==> src/rtl/core/pae_page_table_walker_defines.svh <==
// Assertion macros shared by the page-table walker modules.
`ifndef PAE_PAGE_TABLE_WALKER_DEFINES_SVH
`define PAE_PAGE_TABLE_WALKER_DEFINES_SVH

// Consequent must hold in the same cycle as the antecedent.
`define PAE_ASSERT_NOW(lbl, ante, cons, msg) \
  lbl: assert property (@(posedge clk_i) disable iff (!rst_ni) (ante) |-> (cons)) \
    else $error(msg);

// Consequent must hold in the cycle after the antecedent.
`define PAE_ASSERT_NEXT(lbl, ante, cons, msg) \
  lbl: assert property (@(posedge clk_i) disable iff (!rst_ni) (ante) |=> (cons)) \
    else $error(msg);

`endif

==> src/rtl/core/pae_ptw_pkg.sv <==
// Types and constants shared by the page-table walker modules.
package pae_ptw_pkg;

  localparam int unsigned AddrW  = 52;
  localparam int unsigned VaddrW = 32;
  localparam int unsigned EntryW = 64;
  localparam int unsigned PageW  = 12;

  // Input operation codes.
  localparam logic OpTranslate = 1'b0;
  localparam logic OpEntry     = 1'b1;

  // Result kinds.
  localparam logic KindRead = 1'b0;
  localparam logic KindDone = 1'b1;

  // Walk levels: which table entry the walker is waiting for.
  localparam logic [1:0] LvlIdle  = 2'd0;
  localparam logic [1:0] LvlPdpte = 2'd1;
  localparam logic [1:0] LvlPde   = 2'd2;
  localparam logic [1:0] LvlPte   = 2'd3;

  typedef struct packed {
    logic             kind;
    logic [AddrW-1:0] address;
    logic             fault;
  } pae_result_t;

endpackage

==> src/rtl/core/pae_ptw_out_buf.sv <==
// Two-entry result buffer: an output register backed by one skid register.
`include "pae_page_table_walker_defines.svh"

module pae_ptw_out_buf (
  input  logic                     clk_i,
  input  logic                     rst_ni,
  input  logic                     push_i,
  input  pae_ptw_pkg::pae_result_t push_data_i,
  output logic                     full_o,
  output logic                     out_valid_o,
  input  logic                     out_stall_i,
  output pae_ptw_pkg::pae_result_t out_data_o
);
  import pae_ptw_pkg::*;

  logic        out_valid_q;
  logic        skid_valid_q;
  pae_result_t out_q;
  pae_result_t skid_q;
  logic        out_fire;

  assign out_fire = out_valid_q & ~out_stall_i;

  always_ff @(posedge clk_i or negedge rst_ni) begin
    if (!rst_ni) begin
      out_valid_q  <= 1'b0;
      skid_valid_q <= 1'b0;
    end else if (skid_valid_q) begin
      // The producer is held off while the skid register is occupied.
      if (out_fire) begin
        skid_valid_q <= 1'b0;
      end
    end else if (push_i) begin
      if (out_valid_q && !out_fire) begin
        skid_valid_q <= 1'b1;
      end else begin
        out_valid_q <= 1'b1;
      end
    end else if (out_fire) begin
      out_valid_q <= 1'b0;
    end
  end

  always_ff @(posedge clk_i) begin
    if (skid_valid_q) begin
      if (out_fire) begin
        out_q <= skid_q;
      end
    end else if (push_i) begin
      if (out_valid_q && !out_fire) begin
        skid_q <= push_data_i;
      end else begin
        out_q <= push_data_i;
      end
    end
  end

  assign full_o      = skid_valid_q;
  assign out_valid_o = out_valid_q;
  assign out_data_o  = out_q;

  `PAE_ASSERT_NOW(a_skid_behind_out, skid_valid_q, out_valid_q, "skid holds data ahead of output")
  `PAE_ASSERT_NOW(a_no_push_when_full, skid_valid_q, !push_i, "push while buffer is full")
  `PAE_ASSERT_NEXT(a_stalled_result_kept, out_valid_q && out_stall_i, out_valid_q,
                   "stalled result was lost")

endmodule

==> src/rtl/core/pae_page_table_walker.sv <==
// Three-level PAE page-table walker: request and entry channel in, read and result channel out.
//
// Usage: the input channel carries either a translate request (op_i low,
// vaddr_i valid) or a table entry returned from memory (op_i high, entry_i
// valid). A request starts a walk, dropping any walk in progress, and
// produces a read of the page directory pointer entry at the table base.
// Each returned entry produces the read of the next level's entry; the
// third (the PTE) produces the finished translation, with fault_o set and
// address_o zero if the PTE faults. An entry that arrives while no walk is
// running is dropped without a result.
// A result is registered in the output buffer before it appears on the output.
// Throughput: one input item per cycle while in_stall_o is low, set by the single
// adder between the input port and the result register.
// A two-entry result buffer lets an item be taken while a result waits;
// in_stall_o rises only once both entries are occupied.
// Reset clears the walk state, the table base and the result buffer.
// The user writes the table base (cfg_we_i / cfg_wdata_i) only while idle; it is not enforced.
`include "pae_page_table_walker_defines.svh"

module pae_page_table_walker #(
  parameter int unsigned PHYS_ADDR_BITS = 52
) (
  input  logic                          clk_i,
  input  logic                          rst_ni,
  input  logic                          cfg_we_i,
  input  logic [pae_ptw_pkg::AddrW-1:0] cfg_wdata_i,
  input  logic                          in_valid_i,
  output logic                          in_stall_o,
  input  logic                          op_i,
  input  logic [pae_ptw_pkg::VaddrW-1:0] vaddr_i,
  input  logic [pae_ptw_pkg::EntryW-1:0] entry_i,
  output logic                          out_valid_o,
  input  logic                          out_stall_i,
  output logic                          kind_o,
  output logic [pae_ptw_pkg::AddrW-1:0] address_o,
  output logic                          fault_o
);
  import pae_ptw_pkg::*;

  localparam int unsigned PaW = PHYS_ADDR_BITS;

  logic [PaW-1:0]    table_base_q;
  logic [1:0]        level_q, level_d;
  logic [VaddrW-1:0] held_vaddr_q, held_vaddr_d;

  logic              in_fire;
  logic              has_result;
  logic              is_last;
  logic              pte_fault;
  logic [PaW-1:0]    sel_base;
  logic [PageW-1:0]  sel_off;
  logic [PaW-1:0]    sum;
  logic              buf_full;
  pae_result_t       res;
  pae_result_t       out_data;

  assign in_stall_o = buf_full;
  assign in_fire    = in_valid_i & ~buf_full;

  always_ff @(posedge clk_i or negedge rst_ni) begin
    if (!rst_ni) begin
      table_base_q <= '0;
    end else if (cfg_we_i) begin
      table_base_q <= cfg_wdata_i[PaW-1:0];
    end
  end

  // Next read offset and state for the item on the input port.
  always_comb begin
    level_d      = level_q;
    held_vaddr_d = held_vaddr_q;
    sel_base     = {entry_i[PaW-1:PageW], {PageW{1'b0}}};
    sel_off      = '0;
    if (op_i == OpTranslate) begin
      level_d      = LvlPdpte;
      held_vaddr_d = vaddr_i;
      sel_base     = table_base_q;
      sel_off      = {7'd0, vaddr_i[31:30], 3'd0};
    end else begin
      unique case (level_q)
        LvlPdpte: begin
          level_d = LvlPde;
          sel_off = {held_vaddr_q[29:21], 3'd0};
        end
        LvlPde: begin
          level_d = LvlPte;
          sel_off = {held_vaddr_q[20:12], 3'd0};
        end
        LvlPte: begin
          level_d = LvlIdle;
          sel_off = held_vaddr_q[11:0];
        end
        default: begin
          level_d = LvlIdle;
        end
      endcase
    end
  end

  assign sum        = sel_base + PaW'(sel_off);
  assign has_result = (op_i == OpTranslate) || (level_q != LvlIdle);
  assign is_last    = (op_i == OpEntry) && (level_q == LvlPte);

  // A PTE faults if dirty without both writable and accessed, or if bit 7
  // or the user bit is set.
  assign pte_fault = (entry_i[6] & ~(entry_i[1] & entry_i[5])) | entry_i[7] | entry_i[2];

  always_comb begin
    res.kind    = is_last ? KindDone : KindRead;
    res.fault   = is_last & pte_fault;
    res.address = res.fault ? '0 : AddrW'(sum);
  end

  always_ff @(posedge clk_i or negedge rst_ni) begin
    if (!rst_ni) begin
      level_q      <= LvlIdle;
      held_vaddr_q <= '0;
    end else if (in_fire) begin
      level_q      <= level_d;
      held_vaddr_q <= held_vaddr_d;
    end
  end

  pae_ptw_out_buf u_out_buf (
    .clk_i       (clk_i),
    .rst_ni      (rst_ni),
    .push_i      (in_fire & has_result),
    .push_data_i (res),
    .full_o      (buf_full),
    .out_valid_o (out_valid_o),
    .out_stall_i (out_stall_i),
    .out_data_o  (out_data)
  );

  assign kind_o    = out_data.kind;
  assign address_o = out_data.address;
  assign fault_o   = out_data.fault;

  `PAE_ASSERT_NEXT(a_request_starts_walk, in_fire && (op_i == OpTranslate),
                   level_q == LvlPdpte, "translate request did not start a walk")
  `PAE_ASSERT_NEXT(a_idle_entry_ignored, in_fire && (op_i == OpEntry) && (level_q == LvlIdle),
                   level_q == LvlIdle, "entry while idle changed the walk level")
  `PAE_ASSERT_NOW(a_fault_only_when_done, out_valid_o && fault_o, kind_o == KindDone,
                  "fault reported on a read request")

endmodule
==> config.mk <==
export PLATFORM = sky130hd
export DESIGN_NAME = pae_page_table_walker
export DESIGN_NICKNAME = d
export VERILOG_FILES = /design/src/rtl/core/pae_ptw_pkg.sv /design/src/rtl/core/pae_ptw_out_buf.sv /design/src/rtl/core/pae_page_table_walker.sv
export VERILOG_INCLUDE_DIRS = /design/src /design/src/rtl/core
export SDC_FILE = /design/constraint.sdc
export NUM_CORES = 1
export LEC_CHECK = 0
export BUFFER_PORTS_ARGS = -buffer_cell sky130_fd_sc_hd__buf_4
export CORE_ASPECT_RATIO = 1.25
export CORE_UTILIZATION = 50
export CTS_BUF_LIST = sky130_fd_sc_hd__clkbuf_8
export DETAILED_ROUTE_END_ITERATION = 8
export HOLD_SLACK_MARGIN = 0.06
export PLACE_DENSITY_LB_ADDON = 0.2
export SYNTH_ARGS = -nofsm -noshare
export SYNTH_HDL_FRONTEND = slang
export SYNTH_SLANG_ARGS = --single-unit
export TNS_END_PERCENT = 50
==> constraint.sdc <==
create_clock -name clk_i -period 7.36 [get_ports clk_i]
set_clock_uncertainty 0.1 [all_clocks]
set_input_delay 0 -clock clk_i [delete_from_list [all_inputs] [get_ports clk_i]]
set_output_delay 0 -clock clk_i [all_outputs]
set_load 0.03 [all_outputs]
# --- Word level (Yosys, flattened, before mapping) ---
# Index checks and enable logic that the tools add are counted.
op_classes:
  n_addsub: 1
  eq_ne: 6
  muxes: 18
  n_bitwise: 12
  reduce_logical: 11
op_table:
  columns: ["operator", "n"]
  rows:
  - ["54-bit 2-to-1 mux", 4]
  - ["52-bit 2-to-1 mux", 2]
  - ["52-bit by 12-bit adder with 52-bit output", 1]
  - ["12-bit one-hot mux with 3 select lines", 1]
  - ["12-bit 2-to-1 mux", 1]
  - ["3-bit AND reduction", 3]
  - ["1-bit 2-to-1 mux", 8]
  - ["1-bit bitwise AND", 6]
  - ["2-bit nonzero test", 3]
  - ["2-bit equality test, second input constant", 2]
  - ["2-bit != test, second input constant", 2]
  - ["1-bit NOT", 4]
  - ["2-bit one-hot mux with 2 select lines", 1]
  - ["2-bit by 1-bit equality test with 1-bit output, second input constant", 1]
  - ["1-bit logical AND", 2]
  - ["2-bit 2-to-1 mux", 1]
  - ["2-bit by 1-bit != test with 1-bit output, second input constant", 1]
  - ["1-bit bitwise OR", 2]
  - ["2-bit AND reduction", 1]
  - ["1-bit zero test", 1]
  - ["1-bit logical OR", 1]
totals:
  reg_bits: 194
  inputBits: 154
  out_inout_bits: 56

# --- Longest topological paths before layout ---
# Gate-level depths: netlist of the first run.
depth:
  depth_word: 10
  mapped_depth: 17
  mapped_depth_nobuf: 11

# --- By module ---
# From an unflattened synthesis of the first run, not the netlist that was laid out.
unflattened:
  hier_cells: 830
  area_unflattened_um2: 10392.5
by_module_without_submodules:
  columns: ["mod", "instances", "cells_each", "area_each_um2", "seq_area_each_um2"]
  rows:
  - ["pae_page_table_walker", 1, 650, 6331.1, 2102.0]
  - ["pae_ptw_out_buf", 1, 180, 4061.4, 3293.2]

# --- Worst setup path after synthesis of the first run ---
# Ideal clock, no wire load.
synth_path:
  kind: "input to register"
  startpoint: "input port op_i"
  endpoint: "register u_out_buf.out_q, in the netlist u_out_buf.out_data_o[0] (enable)"
  setup_time_ps: 549
  arrival_time_ps: 5061
  required_ps: 6711
  slack_ps: 1651
  stages: 9
  path_buffers: 6
  path_cell_list: "buf_6 -> buf_4 -> buf_4 -> buf_2 -> buf_2 -> buf_2 -> nand2_1 -> nand2b_1 -> a21boi_0"
synth_between:
  elab_chain_len: 5
synth_rtl:
  columns: ["element", "line", "rtl"]
  rows:
  - ["start: declaration", "pae_page_table_walker.sv:29", "input logic op_i,"]
  - ["1-bit NOT (no line)", null, null]
  - ["1-bit logical OR", "pae_page_table_walker.sv:101", "assign has_result = (op_i == OpTranslate) || (level_q != LvlIdle);"]
  - ["1-bit bitwise AND", "pae_page_table_walker.sv:127", ".push_i (in_fire & has_result),"]
  - ["2-bit nonzero test (no line)", null, null]
  - ["3-bit AND reduction (no line)", null, null]
  - ["end signal: assignment", "pae_ptw_out_buf.sv:47", "out_q <= skid_q;"]
  - ["end signal: assignment", "pae_ptw_out_buf.sv:53", "out_q <= push_data_i;"]
  - ["end: declaration", "pae_ptw_out_buf.sv:18", "pae_result_t out_q;"]
# No other way between the ends.
# A chain may end at the register's enable or synchronous reset.

==> results of run 1 <==
## registers in the layout (all words and copies together), names as in the netlist
signal and count:
table_base_q 52, level_q 2, u_out_buf.skid_q 54, u_out_buf.full_o 1
u_out_buf.out_data_o 54, held_vaddr_q 30, u_out_buf.out_valid_o 1
## per-stage QoR
step,utilization (%),setup WS (ps),std cells,hold WS [ps]
finish,69.9,2190,1484,95.8
global route,69.9,1890,1484,77.7
CTS,69.9,1850,1483,60.8
detailed placement,60.0,2840,1297,-184
global placement,60.0,2970,1297,-188
floorplan,-,1650,880,-396
## metal layers
layer	part of all wire [%]	vias up
li1	-	3965
met1	45	4040
met2	47	341
met3	6.4	50
met4	2.2	0
met5	0	-
## logic make-up (layout without fill, tap and decap cells)
| family | count (synthesis) | count (layout) | synth area share, % |
|---|---|---|---|
| buffers and inverters | 62 | 400 | 2.62 |
| AO/OA/AOI/OAI | 173 | 173 | 12.0 |
| XOR/XNOR | 37 | 37 | 3.19 |
| AND/OR/NAND/NOR | 273 | 273 | 13.6 |
| adder cells (fa/ha/maj) | 18 | 18 | 2.29 |
| other | 0 | 1 | 0 |
| flip-flops | 194 | 194 | 53.1 |
| multiplexers | 123 | 123 | 13.3 |
## worst max-delay path: stages, from the launching register on
cell and delay (ps):
sky130_fd_sc_hd__dfrtp_1 400, sky130_fd_sc_hd__inv_1 100, sky130_fd_sc_hd__ha_1 360, sky130_fd_sc_hd__a222oi_1 430, sky130_fd_sc_hd__o22ai_1 160, sky130_fd_sc_hd__ha_1 410, sky130_fd_sc_hd__o211ai_1 140, sky130_fd_sc_hd__o211ai_1 290
sky130_fd_sc_hd__nand4_1 490, sky130_fd_sc_hd__a211oi_2 800, sky130_fd_sc_hd__nand4_1 150, sky130_fd_sc_hd__dlygate4sd3_1 600, sky130_fd_sc_hd__nand2_1 60, sky130_fd_sc_hd__dlygate4sd3_1 540
## final cells by class
cell class	instances	share of cell area (%)
diodes	1	0.0182
multi-input cells	624	32.9
flip-flops and latches	194	39.2
repair buffers	353	22.1
clock buffers	17	1.70
well taps	265	2.41
clock inverters	15	1.24
inverters	15	0.409
## worst paths after layout
check | start | endpoint | slack [ps] | depth (start not counted)
hold / removal | cfg_we_i | table_base_q[49]$_DFFE_PN0P_ | 100 | 2
setup / recovery | level_q[0]$_DFFE_PN0P_ | u_out_buf.skid_q[44]$_DFFE_PP_ | 2190 | 13
setup reg to reg | level_q[0]$_DFFE_PN0P_ | u_out_buf.skid_q[44]$_DFFE_PP_ | 2190 | 13
max in group asynchronous | rst_ni | u_out_buf.full_o$_DFF_PN0_ | 5750 | 3
min in group asynchronous | rst_ni | held_vaddr_q[28]$_DFFE_PN0P_ | 150 | 3
hold reg to reg | table_base_q[2]$_DFFE_PN0P_ | table_base_q[2]$_DFFE_PN0P_ | 410 | 1
## placed cells by master, fill, tap and decap left out, types with 29 or more instances in the layout
| master | instances |
|---|---|
| sky130_fd_sc_hd__mux2_2 | 93 |
| sky130_fd_sc_hd__buf_4 | 199 |
| sky130_fd_sc_hd__dfrtp_1 | 85 |
| sky130_fd_sc_hd__nand2_1 | 81 |
| sky130_fd_sc_hd__nand3_1 | 29 |
| sky130_fd_sc_hd__o21ai_0 | 37 |
| sky130_fd_sc_hd__edfxtp_1 | 108 |
| sky130_fd_sc_hd__mux2i_1 | 30 |
| sky130_fd_sc_hd__nor2_1 | 56 |
| sky130_fd_sc_hd__a21oi_1 | 30 |
| sky130_fd_sc_hd__dlygate4sd3_1 | 154 |
## report_power, final
group	internal, mW	switching [mW]
clock	0.286	0.429
sequential	1.56	0.138
combinational	0.627	0.946
==> flow_summary_export.csv, run 1 <==
group,metric,value,unit
global_route,grtUsageTotal,27.5,%
placed_design,gp_congestion,0.920,
synth,synth_ff_type,"sky130_fd_sc_hd__edfxtp_1",
run_status,run_status,"finished, final reports clean",
final_layout,drive_above_1_share,28.0,%
hold_path,hold_path_class,"primary input to flop",
die,num_ports,210,
die,die_y,161,µm
die,floorplan.die_area,20900,µm²
worst_setup_path,arrival,5420,ps
cts,insertion_delay_of_the_later_clocked_pin_in_the_worst_skew_pair,480,ps
routing,wl_per_cell,18.5,µm
die,chip_width,130,µm
global_route,antenna_violations_before_repair,1,
cts,clk_root_buffer_cell,"sky130_fd_sc_hd__clkbuf_8",
sta,finalCritPeriodShare,70.3,%
synth,synth.top_cell.area_share,31.9,%
sta,slew_headroom,30.6,%
power_and_ir_drop,static-leakage-power,5.58,nW
synth,yosys-top-cells-area,"sky130_fd_sc_hd__edfxtp_1 32%, sky130_fd_sc_hd__dfrtp_1 21%, sky130_fd_sc_hd__mux2_2 10%",
cts,cts_made_buffers,17,
routing,routed_wl,27.5,mm
global_route,grt_util_met1,38.8,%
final_layout,ff_latch_area,5400,µm²
power_and_ir_drop,pwr_density_cell,290,nW/µm²
cts,post-cts-setup-buffers,0,
routing,via_per_inst,5.66,
worst_setup_path,worst_setup_path_end_kind,"flop",
sta,period_needed,5170,ps
cts,hold_buffers,154,
global_route,grtUsageMet3,5.23,%
global_route,grt_max_degree,70,
synth,synthesis.area_per_instance,11.6,µm²
power_and_ir_drop,power.total,3.98,mW
routing,first_iter_violations,767,
synth,synth_top_area_cell,"sky130_fd_sc_hd__edfxtp_1",
synth,ys_seq_area_share,53.1,%
final_layout,nNetsFinal,1377,
sta,fin_tns_setup,0,ps
global_route,grt_pass1_wl,43.8,mm
cts,cts.sink_count,194,
synth,postSynth.asyncResetShare,44.3,%
synth,synth_cells,880,
placed_design,dpl.hpwl,17.8,mm
global_route,grt.met2_usage,42.9,%
job,max-cap-violations,0,
sta,timing.final.max_slew_violations,0,
sta,setup_viol_count_final,0,
synth,yosys_warnings,0,
cts,cts_repair_resize_count,0,
routing,detail_route.first_pass.iterations,7,
routing,drc,0,
die,design.core.area,19700,µm²
global_route,vias_in_the_first_global_route,8372,
sta,tightestPinTransition,1040,ps
worst_setup_path,largest_fanout_on_the_critical_path,12,
synth,synth_edf_count,108,
routing,drt.antenna.violating_nets,0,
sta,fmax,193,MHz
die,initial_core_util,51.7,%
global_route,grt-ovfl-total,0,
global_route,grt-busiest-layer,"met2",
worst_setup_path,critPathLaunchType,"flop",
worst_setup_path,cp_class,"flop to flop",
final_layout,finish.instance_area,13800,µm²
sta,rsz_0062_raised_after_global_routing,"false",
cts,tritoncts,"yes",
cts,clk_pin_slew,120,ps
final_layout,area_occupied_by_multi_input_gates,4530,µm²
final_layout,n_fill_cell,1429,
power_and_ir_drop,ir_worst_vdd,198,µV
worst_setup_path,timing.critical_path.required,7610,ps
cts,htreeDepth,4,
synth,synth.cells.most_frequent,"108 x sky130_fd_sc_hd__edfxtp_1, 93 x sky130_fd_sc_hd__mux2_2, 86 x sky130_fd_sc_hd__dfrtp_1, 81 x sky130_fd_sc_hd__nand2_1, 58 x sky130_fd_sc_hd__nor2_1",
synth,post-synth-top-count-cell,"sky130_fd_sc_hd__edfxtp_1",
synth,yosys.cell_types.count,59,
placed_design,portBuffers,190,
routing,route.vias.total,8396,
sta,timing_hold_violations_final,0,
cts,cts_max_path_buffers,2,
placed_design,post_dp_cell_area,11800,µm²
synth,synth.cell_area,10200,µm²
die,rows,57,
synth,ys_seq_elements,194,
final_layout,area_growth,35.3,%
synth,syn-num-nets,1052,
No activity file was read; power rests on OpenSTA's default activity.
==> run 2, diff against run 1 <==
Clock period 7.36 ns to 5.13 ns, I/O delays scaled along.
==> run 2 against run 1 <==
  * Critical path depth grew 1
  * Clock power grew 33%
  * Die area did not move
  * Core utilization down 1.1 points
  * Maximum frequency increased by 7.4%
  * Wire length shrank 3.0%
  * Setup slack got worse by 1900 ps
  * First-iteration DRC count down 8.1%
  * Hold slack worse by 19 ps
  * Design area is 1.5% lower
  * Combinational power rose by 42%
  * Critical path type unchanged
  * Critical endpoint unchanged
  * Largest power group unchanged
  * Highest routed layer unchanged
==> flow_summary_export.csv, run 2 (synthesis gave the netlist of run 1 again) <==
group,metric,value,unit
run_status,run_status,"finished, final reports clean",
routing,wl_per_cell,18.2,µm
power_and_ir_drop,pwr_density_cell,414,nW/µm²
power_and_ir_drop,power.share.clock,17.0,%
die,design.core.area,19700,µm²
sta,period_needed,4820,ps
final_layout,final_common_cell,"sky130_fd_sc_hd__buf_4",
power_and_ir_drop,netSwitchingFraction,38.0,%
power_and_ir_drop,static-leakage-power,5.50,nW
die,num_ports,210,
global_route,grt-ovfl-total,0,
die,initial_core_util,51.7,%
worst_setup_path,arrival,4930,ps
cts,cts_made_buffers,17,
routing,drt.antenna.violating_nets,0,
hold_path,hold_path_class,"primary input to flop",
sta,timing.final.max_slew_violations,0,
worst_setup_path,ff2ff_path_depth,14,
power_and_ir_drop,ir_worst_vdd,270,µV
sta,tightestPinTransition,812,ps
final_layout,n_fill_cell,1458,
sta,fin_tns_setup,0,ps
placed_design,portBuffers,190,
final_layout,layout.core_utilization,68.8,%
power_and_ir_drop,combinationalPowerShare,39.8,%
final_layout,area_occupied_by_multi_input_gates,4530,µm²
global_route,vias_in_the_first_global_route,8043,
cts,htreeDepth,4,
cts,cts_max_path_buffers,2,
cts,cts_repair_resize_count,0,
power_and_ir_drop,power.total,5.61,mW
die,die_y,161,µm
sta,rsz_0062_raised_after_global_routing,"false",
routing,drc,0,
hold_path,holdPathStages,2,
cts,tritoncts,"yes",
worst_setup_path,largest_fanout_on_the_critical_path,12,
routing,routed_wl,26.7,mm
routing,first_iter_violations,705,
routing,detail_route.first_pass.iterations,5,
final_layout,nNetsFinal,1359,
worst_setup_path,timing.critical_path.required,5250,ps
final_layout,ff_latch_area,5400,µm²
job,max-cap-violations,0,
final_layout,area_growth,33.3,%
die,rows,57,
sta,timing_hold_violations_final,0,
sta,slew_headroom,45.9,%
die,chip_width,130,µm
sta,setup_viol_count_final,0,
worst_setup_path,worst_setup_path_end_kind,"flop",
routing,via_per_inst,5.61,
cts,cts.sink_count,194,
global_route,grtUsageTotal,26.8,%
final_layout,final_cell_mix,"202 x sky130_fd_sc_hd__buf_4, 132 x sky130_fd_sc_hd__dlygate4sd3_1, 108 x sky130_fd_sc_hd__edfxtp_1",
cts,clk_pin_slew,100,ps
worst_setup_path,critPathLaunchType,"flop",
power_and_ir_drop,power.net_switching,2.13,mW
placed_design,gp_congestion,0.905,
power_and_ir_drop,pwr-share-seq,43.3,%
global_route,antenna_violations_before_repair,0,
die,floorplan.die_area,20900,µm²
global_route,grt_pass1_wl,42.6,mm
final_layout,num_antenna_cells,0,
cts,insertion_delay_of_the_later_clocked_pin_in_the_worst_skew_pair,480,ps
sta,fmax,208,MHz
worst_setup_path,cp_class,"flop to flop",
sta,finalCritPeriodShare,93.9,%
power_and_ir_drop,cellInternalPower,3.48,mW
global_route,grt_max_degree,70,
sta,final_hold_slack,76.8,ps
placed_design,dpl.hpwl,18.1,mm
cts,clk_root_buffer_cell,"sky130_fd_sc_hd__clkbuf_8",
routing,route.vias.total,8223,
final_layout,drive_above_1_share,28.7,%
run 2: cell types whose count changed in the layout (fill, tap and decap cells not counted), sizes merged:
cell         previous run  this run
dlygate4sd3           154       132
buf                   199       203
clkinv                  3         6
inv                    24        22
bufinv                  1         0
diode                   1         0
run 2: layer usage:
metal / vias to the layer above / track usage, % / routed length, µm
met4: 0 / 8.56 / 591
li1: 3926 / - / -
met1: 3951 / 37.5 / 11900
met5: - / 0 / 0
met2: 307 / 41.6 / 12600
met3: 39 / 5.56 / 1630
run 2: power groups by stage:
stage               Clock (mW)  Sequential [mW]  Combinational [mW]
detailed placement           0             2.46                2.13
CTS                      0.976             2.42                2.23
finish                   0.952             2.43                2.23
global route              1.03             2.47                2.42
global placement             0             2.45                2.09
floorplan                    0             2.85                1.00
run 2: final cells by class:
type,count,share of cell area [%]
multi-input cells,624,33.4
clock buffers,17,1.73
well taps,265,2.45
inverters,15,0.416
repair buffers,335,21.1
clock inverters,15,1.07
flip-flops and latches,194,39.8
run 2: final timing paths:
path | from | to | slack [ps]
setup / recovery | level_q[0]$_DFFE_PN0P_ | u_out_buf.skid_q[44]$_DFFE_PP_ | 310
hold / removal | cfg_we_i | table_base_q[45]$_DFFE_PN0P_ | 80
setup reg to reg | level_q[0]$_DFFE_PN0P_ | u_out_buf.skid_q[44]$_DFFE_PP_ | 310
hold reg to reg | table_base_q[11]$_DFFE_PN0P_ | table_base_q[11]$_DFFE_PN0P_ | 410
max in group asynchronous | rst_ni | table_base_q[47]$_DFFE_PN0P_ | 3730
min in group asynchronous | rst_ni | held_vaddr_q[23]$_DFFE_PN0P_ | 460
run 2: stage by stage:
step	area [µm²]	instances	setup slack [ps]
2_1_floorplan	10200	880	890
3_3_place_gp	11800	1299	1160
3_5_place_dp	11800	1299	1090
4_1_cts	13500	1464	365
5_1_grt	13500	1465	15.6
6_report	13500	1465	315
run 2: worst max-delay path: stages, from the launching register on:
cell and delay (ps):
sky130_fd_sc_hd__dfrtp_1 380, sky130_fd_sc_hd__inv_1 100, sky130_fd_sc_hd__ha_1 350, sky130_fd_sc_hd__a222oi_1 430
sky130_fd_sc_hd__nor2_1 100, sky130_fd_sc_hd__ha_1 400, sky130_fd_sc_hd__a21oi_1 280, sky130_fd_sc_hd__nand2_1 160
sky130_fd_sc_hd__a21oi_1 660, sky130_fd_sc_hd__a211oi_1 170, sky130_fd_sc_hd__buf_4 210, sky130_fd_sc_hd__nand4_1 80
sky130_fd_sc_hd__dlygate4sd3_1 560, sky130_fd_sc_hd__nand2_1 50, sky130_fd_sc_hd__dlygate4sd3_1 540
run 2: repair_timing:
item                                    CTS  global route
hold buffers                            133             0
endpoints found under the hold margin   227             0
endpoints found under the setup margin    0             1
setup buffers                             0             1
==> run 3, diff against run 2 <==
Settings changed: GPL_TIMING_DRIVEN set to 0.
==> run 3 against run 2 <==
  * Die area did not move
  * First-iteration DRC count rose by 3.8%
  * Sequential power barely moved
  * Core utilization rose by 0.54 points
==> flow_summary_export.csv, run 3 (synthesis gave the netlist of run 1 again) <==
group,metric,value,unit
die,floorplan.die_area,20900,µm²
worst_setup_path,worst_r2r_endpoint,"u_out_buf.out_data_o[48]$_DFFE_PP_",
hold_path,hold_path_class,"primary input to flop",
cts,tritoncts,"yes",
routing,drc,0,
sta,slew_headroom,24.5,%
final_layout,n_fill_cell,1464,
worst_setup_path,crit_path_top_delay_cell,"sky130_fd_sc_hd__a21oi_1",
cts,insertion_delay_of_the_later_clocked_pin_in_the_worst_skew_pair,490,ps
power_and_ir_drop,pwr_density_cell,422,nW/µm²
global_route,grt_max_degree,87,
final_layout,final_cell_mix,"190 x sky130_fd_sc_hd__buf_4, 124 x sky130_fd_sc_hd__dlygate4sd3_1, 108 x sky130_fd_sc_hd__edfxtp_1",
cts,clk_pin_slew,100,ps
global_route,grtUsageTotal,29.3,%
worst_setup_path,critPathLaunchType,"primary input",
die,initial_core_util,51.7,%
hold_path,min-delay-start,"entry_i[7]",
final_layout,area_growth,34.3,%
sta,timing_hold_violations_final,0,
worst_setup_path,critical_path.cell_chain,"dlygate4sd3_1, buf_6, buf_4, buf_4, buf_2, buf_2, nand2b_1, clkbuf_1, nor2_1, ha_1, a21oi_1, nand2_1, a21oi_1, a21oi_1, a31oi_1, dlygate4sd3_1, nor3_1",
routing,routed_wl,29.3,mm
global_route,grt-ovfl-total,0,
die,chip_width,130,µm
final_layout,num_antenna_cells,0,
worst_setup_path,cp_class,"primary input to flop",
sta,setup_viol_count_final,0,
job,max-cap-violations,0,
cts,cts.sink_count,194,
global_route,grtUsageMet3,4.27,%
global_route,grt_util_met1,38.3,%
power_and_ir_drop,ir_worst_vdd,241,µV
sta,period_needed,4820,ps
routing,via_per_inst,5.69,
worst_setup_path,arrival,4930,ps
final_layout,ff_latch_area,5400,µm²
hold_path,holdPathStages,3,
global_route,grt-busiest-layer,"met2",
cts,cts_made_buffers,17,
cts,post-cts-setup-buffers,0,
power_and_ir_drop,power.total,5.76,mW
final_layout,final_common_cell,"sky130_fd_sc_hd__buf_4",
placed_design,gp_congestion,0.907,
worst_setup_path,largest_fanout_on_the_critical_path,10,
die,die_y,161,µm
placed_design,portBuffers,188,
routing,wl_per_cell,19.7,µm
worst_setup_path,cp_slowest_stage_delay,680,ps
worst_setup_path,crit_path_frequent_cell,"sky130_fd_sc_hd__a21oi_1",
cts,cts_max_path_buffers,2,
sta,final_hold_slack,49.1,ps
final_layout,drive_above_1_share,27.9,%
worst_setup_path,timing.reg2reg.setup_slack,590,ps
cts,htreeDepth,4,
sta,timing.final.max_slew_violations,0,
sta,tightestPinTransition,1120,ps
die,design.core.area,19700,µm²
final_layout,nNetsFinal,1386,
die,rows,57,
global_route,grt.met2_usage,50.0,%
routing,first_iter_violations,732,
final_layout,area_occupied_by_multi_input_gates,4520,µm²
global_route,vias_in_the_first_global_route,8562,
cts,clk_root_buffer_cell,"sky130_fd_sc_hd__clkbuf_8",
global_route,grt_pass1_wl,45.8,mm
routing,drt.antenna.violating_nets,0,
placed_design,dpl.hpwl,20.7,mm
sta,fmax,208,MHz
routing,detail_route.first_pass.iterations,7,
worst_setup_path,timing.critical_path.required,5250,ps
worst_setup_path,worst_setup_path_end_kind,"flop",
routing,route.vias.total,8489,
hold_path,worst_hold_path.endpoint,"u_out_buf.out_data_o[0]$_DFFE_PP_",
worst_setup_path,ff2ff_path_depth,14,
run_status,run_status,"finished, final reports clean",
power_and_ir_drop,static-leakage-power,5.54,nW
worst_setup_path,cp_top_family,"buffers and inverters",
worst_setup_path,timing.rr.start,"level_q[0]$_DFFE_PN0P_",
placed_design,post_dp_cell_area,12000,µm²
worst_setup_path,critical_path_buf_inv_count,8,
sta,rsz_0062_raised_after_global_routing,"false",
sta,finalCritPeriodShare,93.9,%
die,num_ports,210,
final_layout,finish.instance_area,13700,µm²
global_route,antenna_violations_before_repair,0,
## run 3: cell types whose count changed in the layout (fill, tap and decap cells not counted), sizes merged
cell / delta
buf: +8
bufinv: +2
clkinv: -3
dlygate4sd3: -8
clkbuf: +27
inv: +1
## run 3: final cells by class
type | instances | share of cell area (%)
plain buffers | 47 | 1.55
clock buffers | 17 | 1.71
clock inverters | 15 | 1.33
inverters | 15 | 0.412
multi-input cells | 624 | 33.1
flip-flops and latches | 194 | 39.5
well taps | 265 | 2.43
repair buffers | 315 | 19.9
## run 3: worst max path at each step
stage	to	from	cells after the start	slack [ps]
after floorplan	u_out_buf.out_data_o[0]$_DFFE_PP_	op_i	9	890
after global placement	u_out_buf.out_data_o[28]$_DFFE_PP_	op_i	9	-370
after detailed placement	u_out_buf.out_data_o[48]$_DFFE_PP_	op_i	16	330
after CTS	u_out_buf.out_data_o[48]$_DFFE_PP_	op_i	17	250
after global routing	u_out_buf.out_data_o[48]$_DFFE_PP_	op_i	17	90
final	u_out_buf.skid_q[28]$_DFFE_PP_	op_i	17	310
## run 3: timing repair
item                                   in CTS  in global routing
hold buffers                              124                  0
setup endpoints to repair                   0                  7
endpoints found under the hold margin     224                  0
gates resized for setup                     0                  2
## run 3: report_power, final
part           internal (mW)  switching, mW
logic                  0.901           1.40
registers               2.23          0.182
clock network          0.434          0.611
total                   3.56           2.19
## run 3: worst min-delay path, cell delays in order
cell and delay (ps):
sky130_fd_sc_hd__buf_4 80, sky130_fd_sc_hd__o31ai_1 230, sky130_fd_sc_hd__o21ai_0 210
## run 3: layer usage
metal,wire (µm),share of wire [%]
met4,644,2.2
met2,14700,50
met3,1790,6.1
met1,12200,42
met5,0,0
## run 3: per-stage QoR
step,utilization (%),cells,TNS [ps],setup WS (ps)
final,69.4,1492,0,313
after global routing,69.4,1492,0,93.4
after CTS,69.4,1492,0,254
after detailed placement,60.9,1336,0,325
after global placement,60.5,1333,-29850,-368
after floorplan,-,880,0,890
